===== config.mk =====
export PLATFORM = sky130hd
export DESIGN_NAME = dahdsr_envelope_gain_top
export DESIGN_NICKNAME = d
export VERILOG_FILES = /design/src/dahdsr_pkg.sv /design/src/dahdsr_envelope_gain_top.sv
export SDC_FILE = /design/constraint.sdc
export NUM_CORES = 2
export LEC_CHECK = 0
export BUFFER_PORTS_ARGS = -buffer_cell sky130_fd_sc_hd__clkbuf_2
export CAP_MARGIN = 0
export CORE_UTILIZATION = 64
export CTS_CLUSTER_DIAMETER = 40
export DETAILED_ROUTE_END_ITERATION = 16
export HOLD_SLACK_MARGIN = 0.12
export PLACE_DENSITY = 0.87
export SYNTH_ARGS = -nofsm -noshare
export SYNTH_HDL_FRONTEND = slang
export SYNTH_SLANG_ARGS = --single-unit

===== constraint.sdc =====
create_clock -name clk -period 7.2 [get_ports clk]
set_input_delay 0.72 -clock clk [delete_from_list [all_inputs] [get_ports clk]]
set_output_delay 0.72 -clock clk [all_outputs]
set_load 0.005 [all_outputs]

===== src/dahdsr_pkg.sv =====
`timescale 1ns / 1ps
// dahdsr_pkg: types, constants and the control store of the envelope gain sequencer
// no dependencies; imported by dahdsr_envelope_gain_top
package dahdsr_pkg;

	typedef enum logic [2:0] {
		ST_IDLE,
		ST_DELAY,
		ST_ATTACK,
		ST_HOLD,
		ST_DECAY,
		ST_SUSTAIN,
		ST_RELEASE
	} stage_t;

	typedef enum logic [1:0] {
		OP_SAMPLE,
		OP_NOTE_ON,
		OP_NOTE_OFF,
		OP_NONE
	} op_t;

	typedef enum logic [2:0] {
		REG_DELAY,
		REG_ATTACK,
		REG_HOLD,
		REG_DECAY,
		REG_SUSTAIN,
		REG_RELEASE
	} reg_idx_t;

	typedef struct packed {
		logic [1:0]         op;
		logic signed [15:0] sample_in;
	} cmd_t;

	typedef struct packed {
		logic signed [15:0] sample_out;
		logic [2:0]         stage;
	} res_t;

	typedef enum logic [2:0] {
		SEQ_FETCH,
		SEQ_NEXT,
		SEQ_JUMP,
		SEQ_JCOND,
		SEQ_EMIT
	} seq_t;

	typedef enum logic [1:0] {
		COND_IDLE,
		COND_NO_REGION,
		COND_NO_DIV,
		COND_DIV_MORE
	} cond_t;

	typedef enum logic [2:0] {
		ACT_NONE,
		ACT_NOTE_ON,
		ACT_NOTE_OFF,
		ACT_REGION,
		ACT_DIV_STEP,
		ACT_DIV_DONE,
		ACT_ADVANCE,
		ACT_MUL
	} act_t;

	typedef logic [4:0] pc_t;

	typedef struct packed {
		seq_t  seq;
		cond_t cond;
		act_t  act;
		logic  zero_out;
		pc_t   target;
	} uctl_t;

	typedef struct packed {
		logic        go;
		logic        neg;
		logic [16:0] mag;
		logic [18:0] den;
		logic        sh3;
	} div_req_t;

	localparam int ADDR_W = 5;
	localparam int DATA_W = 32;

	localparam logic [16:0] UNITY       = 17'h10000;
	localparam logic [15:0] FULL_GROUPS = 16'hFFFF;
	localparam logic [4:0]  DIV_STEPS   = 5'd17;

	localparam logic [15:0] RST_DELAY   = 16'd0;
	localparam logic [15:0] RST_ATTACK  = 16'd58;
	localparam logic [15:0] RST_HOLD    = 16'd138;
	localparam logic [15:0] RST_DECAY   = 16'd193;
	localparam logic [16:0] RST_SUSTAIN = 17'd43690;
	localparam logic [15:0] RST_RELEASE = 16'd1654;

	localparam pc_t PC_FETCH     = 5'd0;
	localparam pc_t PC_NOTE_ON   = 5'd1;
	localparam pc_t PC_NOTE_OFF  = 5'd2;
	localparam pc_t PC_SAMPLE    = 5'd3;
	localparam pc_t PC_CHK_REG   = 5'd4;
	localparam pc_t PC_REGION    = 5'd5;
	localparam pc_t PC_CHK_DIV   = 5'd6;
	localparam pc_t PC_S_DIV     = 5'd7;
	localparam pc_t PC_S_DONE    = 5'd8;
	localparam pc_t PC_LIVE      = 5'd9;
	localparam pc_t PC_ADVANCE   = 5'd10;
	localparam pc_t PC_MUL       = 5'd11;
	localparam pc_t PC_EMIT      = 5'd12;
	localparam pc_t PC_EMIT_ZERO = 5'd13;
	localparam pc_t PC_NOTE_DIV  = 5'd14;
	localparam pc_t PC_N_DIV     = 5'd15;
	localparam pc_t PC_N_DONE    = 5'd16;

	function automatic uctl_t ucode(input pc_t pc);
		uctl_t w;
		w = '{SEQ_JUMP, COND_IDLE, ACT_NONE, 1'b0, PC_FETCH};
		case (pc)
			PC_FETCH:     w = '{SEQ_FETCH, COND_IDLE, ACT_NONE, 1'b0, PC_FETCH};
			PC_NOTE_ON:   w = '{SEQ_JUMP, COND_IDLE, ACT_NOTE_ON, 1'b0, PC_NOTE_DIV};
			PC_NOTE_OFF:  w = '{SEQ_JUMP, COND_IDLE, ACT_NOTE_OFF, 1'b0, PC_NOTE_DIV};
			PC_SAMPLE:    w = '{SEQ_JCOND, COND_IDLE, ACT_NONE, 1'b0, PC_EMIT_ZERO};
			PC_CHK_REG:   w = '{SEQ_JCOND, COND_NO_REGION, ACT_NONE, 1'b0, PC_LIVE};
			PC_REGION:    w = '{SEQ_NEXT, COND_IDLE, ACT_REGION, 1'b0, PC_FETCH};
			PC_CHK_DIV:   w = '{SEQ_JCOND, COND_NO_DIV, ACT_NONE, 1'b0, PC_LIVE};
			PC_S_DIV:     w = '{SEQ_JCOND, COND_DIV_MORE, ACT_DIV_STEP, 1'b0, PC_S_DIV};
			PC_S_DONE:    w = '{SEQ_NEXT, COND_IDLE, ACT_DIV_DONE, 1'b0, PC_FETCH};
			PC_LIVE:      w = '{SEQ_JCOND, COND_IDLE, ACT_NONE, 1'b0, PC_EMIT_ZERO};
			PC_ADVANCE:   w = '{SEQ_NEXT, COND_IDLE, ACT_ADVANCE, 1'b0, PC_FETCH};
			PC_MUL:       w = '{SEQ_NEXT, COND_IDLE, ACT_MUL, 1'b0, PC_FETCH};
			PC_EMIT:      w = '{SEQ_EMIT, COND_IDLE, ACT_NONE, 1'b0, PC_FETCH};
			PC_EMIT_ZERO: w = '{SEQ_EMIT, COND_IDLE, ACT_NONE, 1'b1, PC_FETCH};
			PC_NOTE_DIV:  w = '{SEQ_JCOND, COND_NO_DIV, ACT_NONE, 1'b0, PC_FETCH};
			PC_N_DIV:     w = '{SEQ_JCOND, COND_DIV_MORE, ACT_DIV_STEP, 1'b0, PC_N_DIV};
			PC_N_DONE:    w = '{SEQ_JUMP, COND_IDLE, ACT_DIV_DONE, 1'b0, PC_FETCH};
			default:      w = '{SEQ_JUMP, COND_IDLE, ACT_NONE, 1'b0, PC_FETCH};
		endcase
		return w;
	endfunction

endpackage


===== src/dahdsr_envelope_gain_top.sv =====
`timescale 1ns / 1ps
// dahdsr_envelope_gain_top: microcoded dahdsr envelope applied as gain to 16-bit audio
// depends on dahdsr_pkg (types, constants, control store)

// The block takes one command word at a time (sample, note on, note off) and
// returns one result word per audio sample. A sample goes straight to its emit
// step with a zero output when the envelope is idle. A region change that needs a
// new step, and every note on or note off that starts a ramp, runs the
// 17-step restoring divider shared by all step calculations. A note on into a
// delay stage starts no division, and an unused op code returns to fetch. A result
// word that is not taken holds the sequencer at its emit step until the receiver
// releases the stall.
module dahdsr_envelope_gain_top
	import dahdsr_pkg::*;
(
	input  logic              clk,
	input  logic              arst_n,
	input  logic              cmd_valid,
	output logic              cmd_stall,
	input  cmd_t              cmd,
	output logic              res_valid,
	input  logic              res_stall,
	output res_t              res,
	input  logic              psel,
	input  logic              penable,
	input  logic              pwrite,
	input  logic [ADDR_W-1:0] paddr,
	input  logic [DATA_W-1:0] pwdata,
	output logic [DATA_W-1:0] prdata,
	output logic              pready
);

	logic [15:0] delay_q, attack_q, hold_q, decay_q, release_q;
	logic [16:0] sustain_q;

	pc_t   pc_q, pc_next;
	uctl_t uc;
	logic  cond_true;
	logic  slot_free;
	logic  cfg_wr;

	logic [1:0]         op_q;
	logic signed [15:0] smp_q;

	stage_t             stage_q;
	logic [15:0]        groups_q;
	logic signed [31:0] level_q;
	logic signed [31:0] step_q;
	logic [2:0]         phase_q;

	logic [18:0] div_rem_q, div_den_q;
	logic [16:0] div_quo_q;
	logic [4:0]  div_cnt_q;
	logic        div_neg_q, div_sh3_q, div_pend_q;
	logic [19:0] trial;
	logic        trial_ge;
	logic signed [31:0] div_full, div_res;

	logic signed [47:0] prod_q;
	logic               res_valid_q;
	res_t               res_q;

	logic [15:0]        att_g, dec_g, rel_g;
	logic signed [17:0] diff;
	logic [16:0]        diff_mag;
	div_req_t           req;

	assign pready    = 1'b1;
	assign cfg_wr    = psel & penable & pwrite;
	assign uc        = ucode(pc_q);
	assign cmd_stall = (pc_q != PC_FETCH);
	assign slot_free = !res_valid_q || !res_stall;
	assign res_valid = res_valid_q;
	assign res       = res_q;

	// register read
	always_comb begin
		case (reg_idx_t'(paddr[4:2]))
			REG_DELAY:   prdata = {16'h0, delay_q};
			REG_ATTACK:  prdata = {16'h0, attack_q};
			REG_HOLD:    prdata = {16'h0, hold_q};
			REG_DECAY:   prdata = {16'h0, decay_q};
			REG_SUSTAIN: prdata = {15'h0, sustain_q};
			REG_RELEASE: prdata = {16'h0, release_q};
			default:     prdata = '0;
		endcase
	end

	// sequencer conditions
	always_comb begin
		case (uc.cond)
			COND_IDLE:      cond_true = (stage_q == ST_IDLE);
			COND_NO_REGION: cond_true = !((phase_q == 3'd0) && (groups_q == 16'd0));
			COND_NO_DIV:    cond_true = !div_pend_q;
			COND_DIV_MORE:  cond_true = (div_cnt_q != 5'd1);
			default:        cond_true = 1'b0;
		endcase
	end

	// next step
	always_comb begin
		pc_next = pc_q;
		case (uc.seq)
			SEQ_FETCH: begin
				if (cmd_valid) begin
					case (cmd.op)
						OP_SAMPLE:   pc_next = PC_SAMPLE;
						OP_NOTE_ON:  pc_next = PC_NOTE_ON;
						OP_NOTE_OFF: pc_next = PC_NOTE_OFF;
						default:     pc_next = PC_FETCH;
					endcase
				end
			end
			SEQ_NEXT:  pc_next = pc_q + 5'd1;
			SEQ_JUMP:  pc_next = uc.target;
			SEQ_JCOND: pc_next = cond_true ? uc.target : pc_q + 5'd1;
			SEQ_EMIT:  pc_next = slot_free ? PC_FETCH : pc_q;
			default:   pc_next = PC_FETCH;
		endcase
	end

	// step divider setup
	always_comb begin
		att_g    = (attack_q == 16'd0) ? 16'd1 : attack_q;
		dec_g    = (decay_q == 16'd0) ? 16'd1 : decay_q;
		rel_g    = (release_q == 16'd0) ? 16'd1 : release_q;
		diff     = $signed({1'b0, sustain_q}) - $signed({1'b0, UNITY});
		diff_mag = diff[17] ? 17'(-diff) : diff[16:0];
		req      = '0;
		case (uc.act)
			ACT_NOTE_ON: begin
				if (delay_q == 16'd0) begin
					req = '{1'b1, 1'b0, UNITY, {3'b000, att_g}, 1'b1};
				end
			end
			ACT_NOTE_OFF: begin
				req = '{1'b1, 1'b1, sustain_q, {rel_g, 3'b000}, 1'b0};
			end
			ACT_REGION: begin
				case (stage_q)
					ST_DELAY:  req = '{1'b1, 1'b0, UNITY, {3'b000, att_g}, 1'b1};
					ST_ATTACK: begin
						if (hold_q == 16'd0) begin
							req = '{1'b1, diff[17], diff_mag, {dec_g, 3'b000}, 1'b0};
						end
					end
					ST_HOLD:   req = '{1'b1, diff[17], diff_mag, {3'b000, dec_g}, 1'b1};
					default:   req = '0;
				endcase
			end
			default: req = '0;
		endcase
	end

	// restoring divider datapath
	always_comb begin
		trial    = {div_rem_q, div_quo_q[16]};
		trial_ge = (trial >= {1'b0, div_den_q});
		div_full = div_neg_q ? -$signed({15'b0, div_quo_q}) : $signed({15'b0, div_quo_q});
		div_res  = div_sh3_q ? (div_full >>> 3) : div_full;
	end

	always_ff @(posedge clk or negedge arst_n) begin
		if (!arst_n) begin
			pc_q        <= PC_FETCH;
			delay_q     <= RST_DELAY;
			attack_q    <= RST_ATTACK;
			hold_q      <= RST_HOLD;
			decay_q     <= RST_DECAY;
			sustain_q   <= RST_SUSTAIN;
			release_q   <= RST_RELEASE;
			stage_q     <= ST_IDLE;
			groups_q    <= '0;
			level_q     <= '0;
			step_q      <= '0;
			phase_q     <= '0;
			div_cnt_q   <= '0;
			div_pend_q  <= 1'b0;
			res_valid_q <= 1'b0;
		end else begin
			pc_q <= pc_next;

			if (cfg_wr) begin
				case (reg_idx_t'(paddr[4:2]))
					REG_DELAY:   delay_q   <= pwdata[15:0];
					REG_ATTACK:  attack_q  <= pwdata[15:0];
					REG_HOLD:    hold_q    <= pwdata[15:0];
					REG_DECAY:   decay_q   <= pwdata[15:0];
					REG_SUSTAIN: sustain_q <= pwdata[16:0];
					REG_RELEASE: release_q <= pwdata[15:0];
					default: ;
				endcase
			end

			case (uc.act)
				ACT_NOTE_ON: begin
					level_q    <= '0;
					phase_q    <= '0;
					div_pend_q <= req.go;
					if (delay_q != 16'd0) begin
						stage_q  <= ST_DELAY;
						groups_q <= delay_q;
						step_q   <= '0;
					end else begin
						stage_q  <= ST_ATTACK;
						groups_q <= att_g;
					end
				end
				ACT_NOTE_OFF: begin
					stage_q    <= ST_RELEASE;
					phase_q    <= '0;
					groups_q   <= rel_g;
					level_q    <= $signed({15'b0, sustain_q});
					div_pend_q <= req.go;
				end
				ACT_REGION: begin
					div_pend_q <= req.go;
					case (stage_q)
						ST_DELAY: begin
							stage_q  <= ST_ATTACK;
							groups_q <= att_g;
						end
						ST_ATTACK: begin
							if (hold_q != 16'd0) begin
								stage_q  <= ST_HOLD;
								groups_q <= hold_q;
								level_q  <= $signed({15'b0, UNITY});
								step_q   <= '0;
							end else begin
								stage_q  <= ST_DECAY;
								groups_q <= dec_g;
							end
						end
						ST_HOLD: begin
							stage_q  <= ST_DECAY;
							groups_q <= dec_g;
						end
						ST_DECAY: begin
							stage_q  <= ST_SUSTAIN;
							groups_q <= FULL_GROUPS;
							level_q  <= $signed({15'b0, sustain_q});
							step_q   <= '0;
						end
						ST_SUSTAIN: groups_q <= FULL_GROUPS;
						default:    stage_q  <= ST_IDLE;
					endcase
				end
				ACT_DIV_STEP: div_cnt_q <= div_cnt_q - 5'd1;
				ACT_DIV_DONE: step_q <= div_res;
				ACT_ADVANCE: begin
					level_q <= level_q + step_q;
					phase_q <= phase_q + 3'd1;
					if (phase_q == 3'd7) begin
						groups_q <= groups_q - 16'd1;
					end
				end
				default: ;
			endcase

			if (req.go) begin
				div_cnt_q <= DIV_STEPS;
			end

			if (uc.seq == SEQ_EMIT && slot_free) begin
				res_valid_q <= 1'b1;
			end else if (!res_stall) begin
				res_valid_q <= 1'b0;
			end
		end
	end

	// payload registers
	always_ff @(posedge clk) begin
		if (uc.seq == SEQ_FETCH && cmd_valid) begin
			op_q  <= cmd.op;
			smp_q <= cmd.sample_in;
		end
		if (req.go) begin
			div_rem_q <= '0;
			div_quo_q <= req.mag;
			div_den_q <= req.den;
			div_neg_q <= req.neg;
			div_sh3_q <= req.sh3;
		end else if (uc.act == ACT_DIV_STEP) begin
			div_rem_q <= trial_ge ? 19'(trial - {1'b0, div_den_q}) : trial[18:0];
			div_quo_q <= {div_quo_q[15:0], trial_ge};
		end
		if (uc.act == ACT_MUL) begin
			prod_q <= level_q * smp_q;
		end
		if (uc.seq == SEQ_EMIT && slot_free) begin
			res_q.sample_out <= uc.zero_out ? 16'sd0 : prod_q[31:16];
			res_q.stage      <= stage_q;
		end
	end

	a_idle_zero: assert property (@(posedge clk) disable iff (!arst_n)
		res_valid && (res.stage == ST_IDLE) |-> (res.sample_out == 16'sd0))
		else $error("idle result word carries a nonzero sample");

	a_div_quiet: assert property (@(posedge clk) disable iff (!arst_n)
		cmd_valid && !cmd_stall |-> (div_cnt_q == 5'd0))
		else $error("command word accepted while divider is running");

	a_unused_op: assert property (@(posedge clk) disable iff (!arst_n)
		cmd_valid && !cmd_stall && (cmd.op == OP_NONE) |=> !cmd_stall)
		else $error("unused op code did not return to fetch");

	a_op_latched: assert property (@(posedge clk) disable iff (!arst_n)
		(pc_q == PC_SAMPLE) |-> (op_q == OP_SAMPLE))
		else $error("sample path entered for a non-sample command");

endmodule

# Word level (Yosys, flattened, before mapping)
# Memories as Yosys holds them, arrays and structs flattened.
# Index checks and enable logic that the tools add are counted.
# word_totals
regBits	319
romBits	416
in_bits	62
out_inout_bits	54
elab_cells	158
mem_count	1
# memory_table
name	words	width	rd	rd_ports_with_merged_regs	write_ports	line	rtl
(name not given)	32	13	1	0	0	dahdsr_pkg.sv:121	case (pc)
# classes
addsub	9
multipliers	1
order_cmp	1
eq_ne	37
n_mux	41
bitwise_logic	2
reduce_logical	42
# ops
cell	count
$pmux W39 S3	2
$mux W32	4
$pmux W16 S4	2
$pmux W32 S2	2
$pmux W32 S4	1
$pmux W17 S6	1
$logic_not A16 Y1	6
$mux W16	6
$pmux W32 S3	1
$mux W39	2
$mux W17	3
$add A32 B32 Y32	1
$mul A32 B16 Y32	1
$neg A17 Y32	1
$reduce_bool A16 Y1	2
$mux W31	1
$eq A3 B3 Y1 const B	10
$mux W5	5
$pmux W5 S5	1
$eq A3 B2 Y1 const B	8
$ge A20 B19 Y1	1
$mux W19	1
$sub A19 B19 Y19	1
$sub A17 B17 Y18 const B	1
37 further kinds	69

# Depth between registers and ports, before layout
# logic_depth
ltp_word	7
mapped_depth	25
ltp_nobuf	23

# Worst setup path before layout
# No wires, ideal clock.
# synth_path
kind	reg2reg
start	reg smp_q[1]
end	reg prod_q[31], data pin
setup_time_ns	0.258
t_arrival_ns	5.925
required_ns	6.942
setup_slack_ns	1.017
stages_incl_launch_ff	24
path_buffers	2
path_cell_list	edfxtp_1 > clkbuf_1 > clkbuf_1 > nand2_1 > fa_1 > inv_1 > fa_1 > inv_1 > fa_1 > inv_1 > fa_1 > fa_1 > inv_1 > fa_1 > inv_1 > ha_1 > nand2_1 > nand2b_1 > a21o_1 > a221oi_1 > nand2_1 > o211a_1 > a311o_1 > xnor2_1
# synth_between
elab_chain_cells	1
# synth_rtl
element	line	rtl
start: declaration	dahdsr_envelope_gain_top.sv:43	logic signed [15:0] smp_q;
start signal: assignment	dahdsr_envelope_gain_top.sv:276	smp_q <= cmd.sample_in;
$mul A32 B16 Y32	dahdsr_envelope_gain_top.sv:289	prod_q <= level_q * smp_q;
end signal: assignment	dahdsr_envelope_gain_top.sv:289	
end: declaration	dahdsr_envelope_gain_top.sv:59	logic signed [47:0] prod_q;
# Every way passes these cells.
# A chain may end at the register's enable or synchronous reset.

# Worst setup path after layout
# Ends and elaborated chain as after synthesis.

==> metrics.md <==
| Metric | Value |
|---|---|
| Crit Path Class | `reg2reg` |
| Postcts setup bufs | `0` |
| Final nets | `3703` |
| Clock share of power | `about 16%` |
| DP HPWL | `60200 um` |
| Post-synth EDFFs | `89` |
| #FFs+latches synth | `303` |
| Worst reg2reg setup slack | `around 0.19 ns` |
| Row cnt | `78` |
| First-pass GRT wire length | `134000 um` |
| Top_reg_cell synth | `dfrtp_1` |
| Area Growth Syn to Fin | `9.12%` |
| XOR/XNOR share of the synthesized area | `3.29%` |
| N_diodes | `0` |
| Rel. slew slack | `about a tenth` |
| Unrepaired setup endpoints after global routing | `false` |
| Post-synthesis cell count | `~3100` |
| Reg2reg end | `prod_q[31]` |
| Post-CTS Hold Buffers | `0` |
| RD Place Congestion | `0.982` |
| Crit Path Max Fanout | `17` |
| Crit path DAT | `roughly 7.3 ns` |
| H-tree Lvls | `2` |
| Worst EP required | `7.52 ns` |
| Compound-Gate Fraction of Synth Area | `between 10% and 20%` |
| Root buffer cell | `clkbuf_16` |
| Simple-gate share of the synthesized area | `14.9%` |
| Avg WL per Cell | `21.8 um` |
| CTS Buf Count | `50` |
| Most area-hungry cell type in the Yosys netlist | `fa_1` |
| Fraction of registers with async set/reset | `64.4%` |
| Total gr overflow | `0` |
| Vias per cell | `6.41` |
| Post-Synth Adder-Cell Area | `between 20% and 30%` |
| Vias in the first global route | `25500` |
| Register area share after synthesis | `27.2%` |
| Mux contribution to synthesized area | `around 4.9%` |
| Top cells by count, synth | `inv_1, nand2_1, fa_1, and2_1, dfrtp_1` |
| Post-route DRC | `0` |
| DIE AREA | `0.0467 sq mm` |
| Worst-case reg-to-reg path depth | `22` |
| Final Cell Area | `0.0320 sq mm` |
| Period utilisation layout | `97.4%` |
| Total number of vias | `24500` |
| Largest family of logic cells by synthesized area | `adder cells` |
| Status | `finished clean` |
| Post-synth top area share | `20.8%` |
| R2r startpoint | `smp_q[1]` |
| Yosys cell types | `99` |
| Internal Power | `7990 uW` |
| Worst setup SP type | `flop` |
| Worst vdd ir | `0.000552 V` |
| Final wirelength | `83300 um` |
| # IOs | `116` |
| CTS tree | `built` |
| Hold Vio Cnt, Final | `0` |
| Combinational power share | `62.7%` |
| TritonRoute pass-1 iters | `7` |
| Deepest clock path buffer count | `3` |
| Final Setup Violations | `0` |
| PD cells | `491 mW/mm^2` |
| Area of placed instances | `0.0303 sq mm` |
| Core Region | `0.0453 sq mm` |
| DRT iter0 DRCs | `around 2700` |
| Slew Viols, Final | `0` |
| Max-cap violations | `0` |
| Fmax | `143 MHz` |
| Die Height | `around 220 um` |
| Port Buffer Count | `82` |
| Clk_skew | `0.0705 ns` |
| Switch Pwr | `7710 uW` |
| HP Class | `in2async` |
| Starting Density | `64.7%` |
| Synth warn | `0` |
| Fraction of layout cells with a size suffix above 1 | `around 12%` |
| Post-route ant nets | `0` |
| Setup TNS Final | `0 ns` |
| Worst-Margin Slew | `1.34 ns` |
| Largest net degree at the start of global routing | `about 130` |
| Mapped Area | `0.0293 sq mm` |
| Fin crit period | `7.01 ns` |
| Reg clk slew, reported paths | `around 0.050 ns` |
| Average size of a mapped cell | `between 9 and 10 sq um` |
| Crit end category | `flop` |
| Count leader, synth | `inv_1` |
| GRT Total Usage | `36.4%` |
| Worst skew pair latency | `0.64 ns` |
| Antenna violations before repair | `0` |
| Fillers | `around 3200` |
| Top cells by area, synth | `fa_1, dfrtp_1, edfxtp_1, ha_1, inv_1` |
| Leak | `0.0148 uW` |
| Resized cells post-CTS | `0` |
| Sequential group share of total power | `21.6%` |
| Sw Ratio | `49.1%` |
| Chip Width | `216 um` |
| Clock sink count | `just over 300` |
## final cells by class
class,instances,area (sq um),area share [%]
clock buffers,63,1340,4.19
clock inverters,29,383,1.20
repair buffers,137,857,2.68
inverters,480,1800,5.63
flip-flops and latches,303,7960,24.9
well taps,600,751,2.35
multi-input cells,2207,18900,59.1
## cell families (layout without fill, tap and decap cells)
logic type,Yosys count,in the layout
compound gates,591,591
fa+ha+maj,462,462
buf+inv,650,709
simple gates,898,898
other cells,2,16
xor+xnor,110,110
flops,303,303
mux,130,130
## worst max path at each step
stage / from / to / depth (start not counted)
finish: smp_q[1] / prod_q[31] / 22
global route: smp_q[1] / prod_q[31] / 22
CTS: smp_q[1] / prod_q[31] / 22
detailed placement: smp_q[1] / prod_q[31] / 22
global placement: smp_q[1] / prod_q[31] / 22
floorplan: smp_q[1] / prod_q[31] / 23
## worst max-delay path: stages (launching register included)
cell	delay [ns]
edfxtp_1	0.80
buf_4	0.35
nand2_1	0.11
fa_1	0.55
inv_1	0.05
fa_1	0.52
inv_1	0.05
fa_1	0.51
inv_1	0.06
fa_1	0.49
fa_1	0.49
inv_1	0.05
fa_1	0.47
inv_1	0.04
ha_1	0.33
and4_1	0.28
nand2_1	0.13
nor3_1	0.07
a41oi_1	0.38
nand2_1	0.14
o211a_1	0.31
a311o_1	0.39
xnor2_1	0.13
## state kept, by name, indices dropped and copies added (netlist names), 5 cells and up
signal     count
attack_q      16
decay_q       16
delay_q       16
div_cnt_q      5
div_den_q     19
div_quo_q     17
div_rem_q     19
groups_q      16
hold_q        16
level_q       32
pc_q           5
prod_q        16
release_q     16
res           19
smp_q         16
step_q        32
sustain_q     17
## power by group through the flow
| stage | Clock (uW) | Sequential (uW) | Combinational (uW) |
|---|---|---|---|
| floorplan | 0 | 2900 | 7270 |
| global placement | 0 | 3320 | 8860 |
| detailed placement | 0 | 3350 | 9430 |
| CTS | 2470 | 3330 | 9730 |
| global route | 2540 | 3420 | 10900 |
| finish | 2470 | 3390 | 9850 |
## layer usage
metal | share of wire [%] | up-vias | track usage (%)
met2 | 46 | 1649 | 58.6
met1 | 36 | 11900 | 45.6
met5 | 0 | - | 0
li1 | - | 10500 | -
met4 | 6.6 | 0 | 21.6
met3 | 11 | 456 | 7.44
## cells in the final DEF, fill, tap and decap left out, types with 37 or more instances in the layout
master	count
clkbuf_2	81
dfrtp_1	170
a22oi_1	81
inv_1	476
nor2_1	115
nor3_1	37
edfxtp_1	89
and2_1	176
ha_1	157
mux2_2	97
fa_1	305
o21ai_0	125
a21oi_1	116
clkbuf_16	51
xnor2_1	73
a21o_1	40
xor2_1	37
buf_4	53
nand2_1	376
nand3_1	48
## stage by stage
step           instances  worst slack [ns]  total power (uW)  utilization [%]  hold WS, ns
2_1_floorplan       3160              1.02             10200                -        0.424
3_3_place_gp        3727             0.553             12200             66.8        0.458
3_5_place_dp        3727             0.359             12800             66.8        0.459
4_1_cts             3819             0.298             15500             70.6        0.278
5_1_grt             3819          0.000708             16900             70.6        0.290
6_report            3819             0.185             15700             70.6        0.244
(Power assumes the default switching activity.)
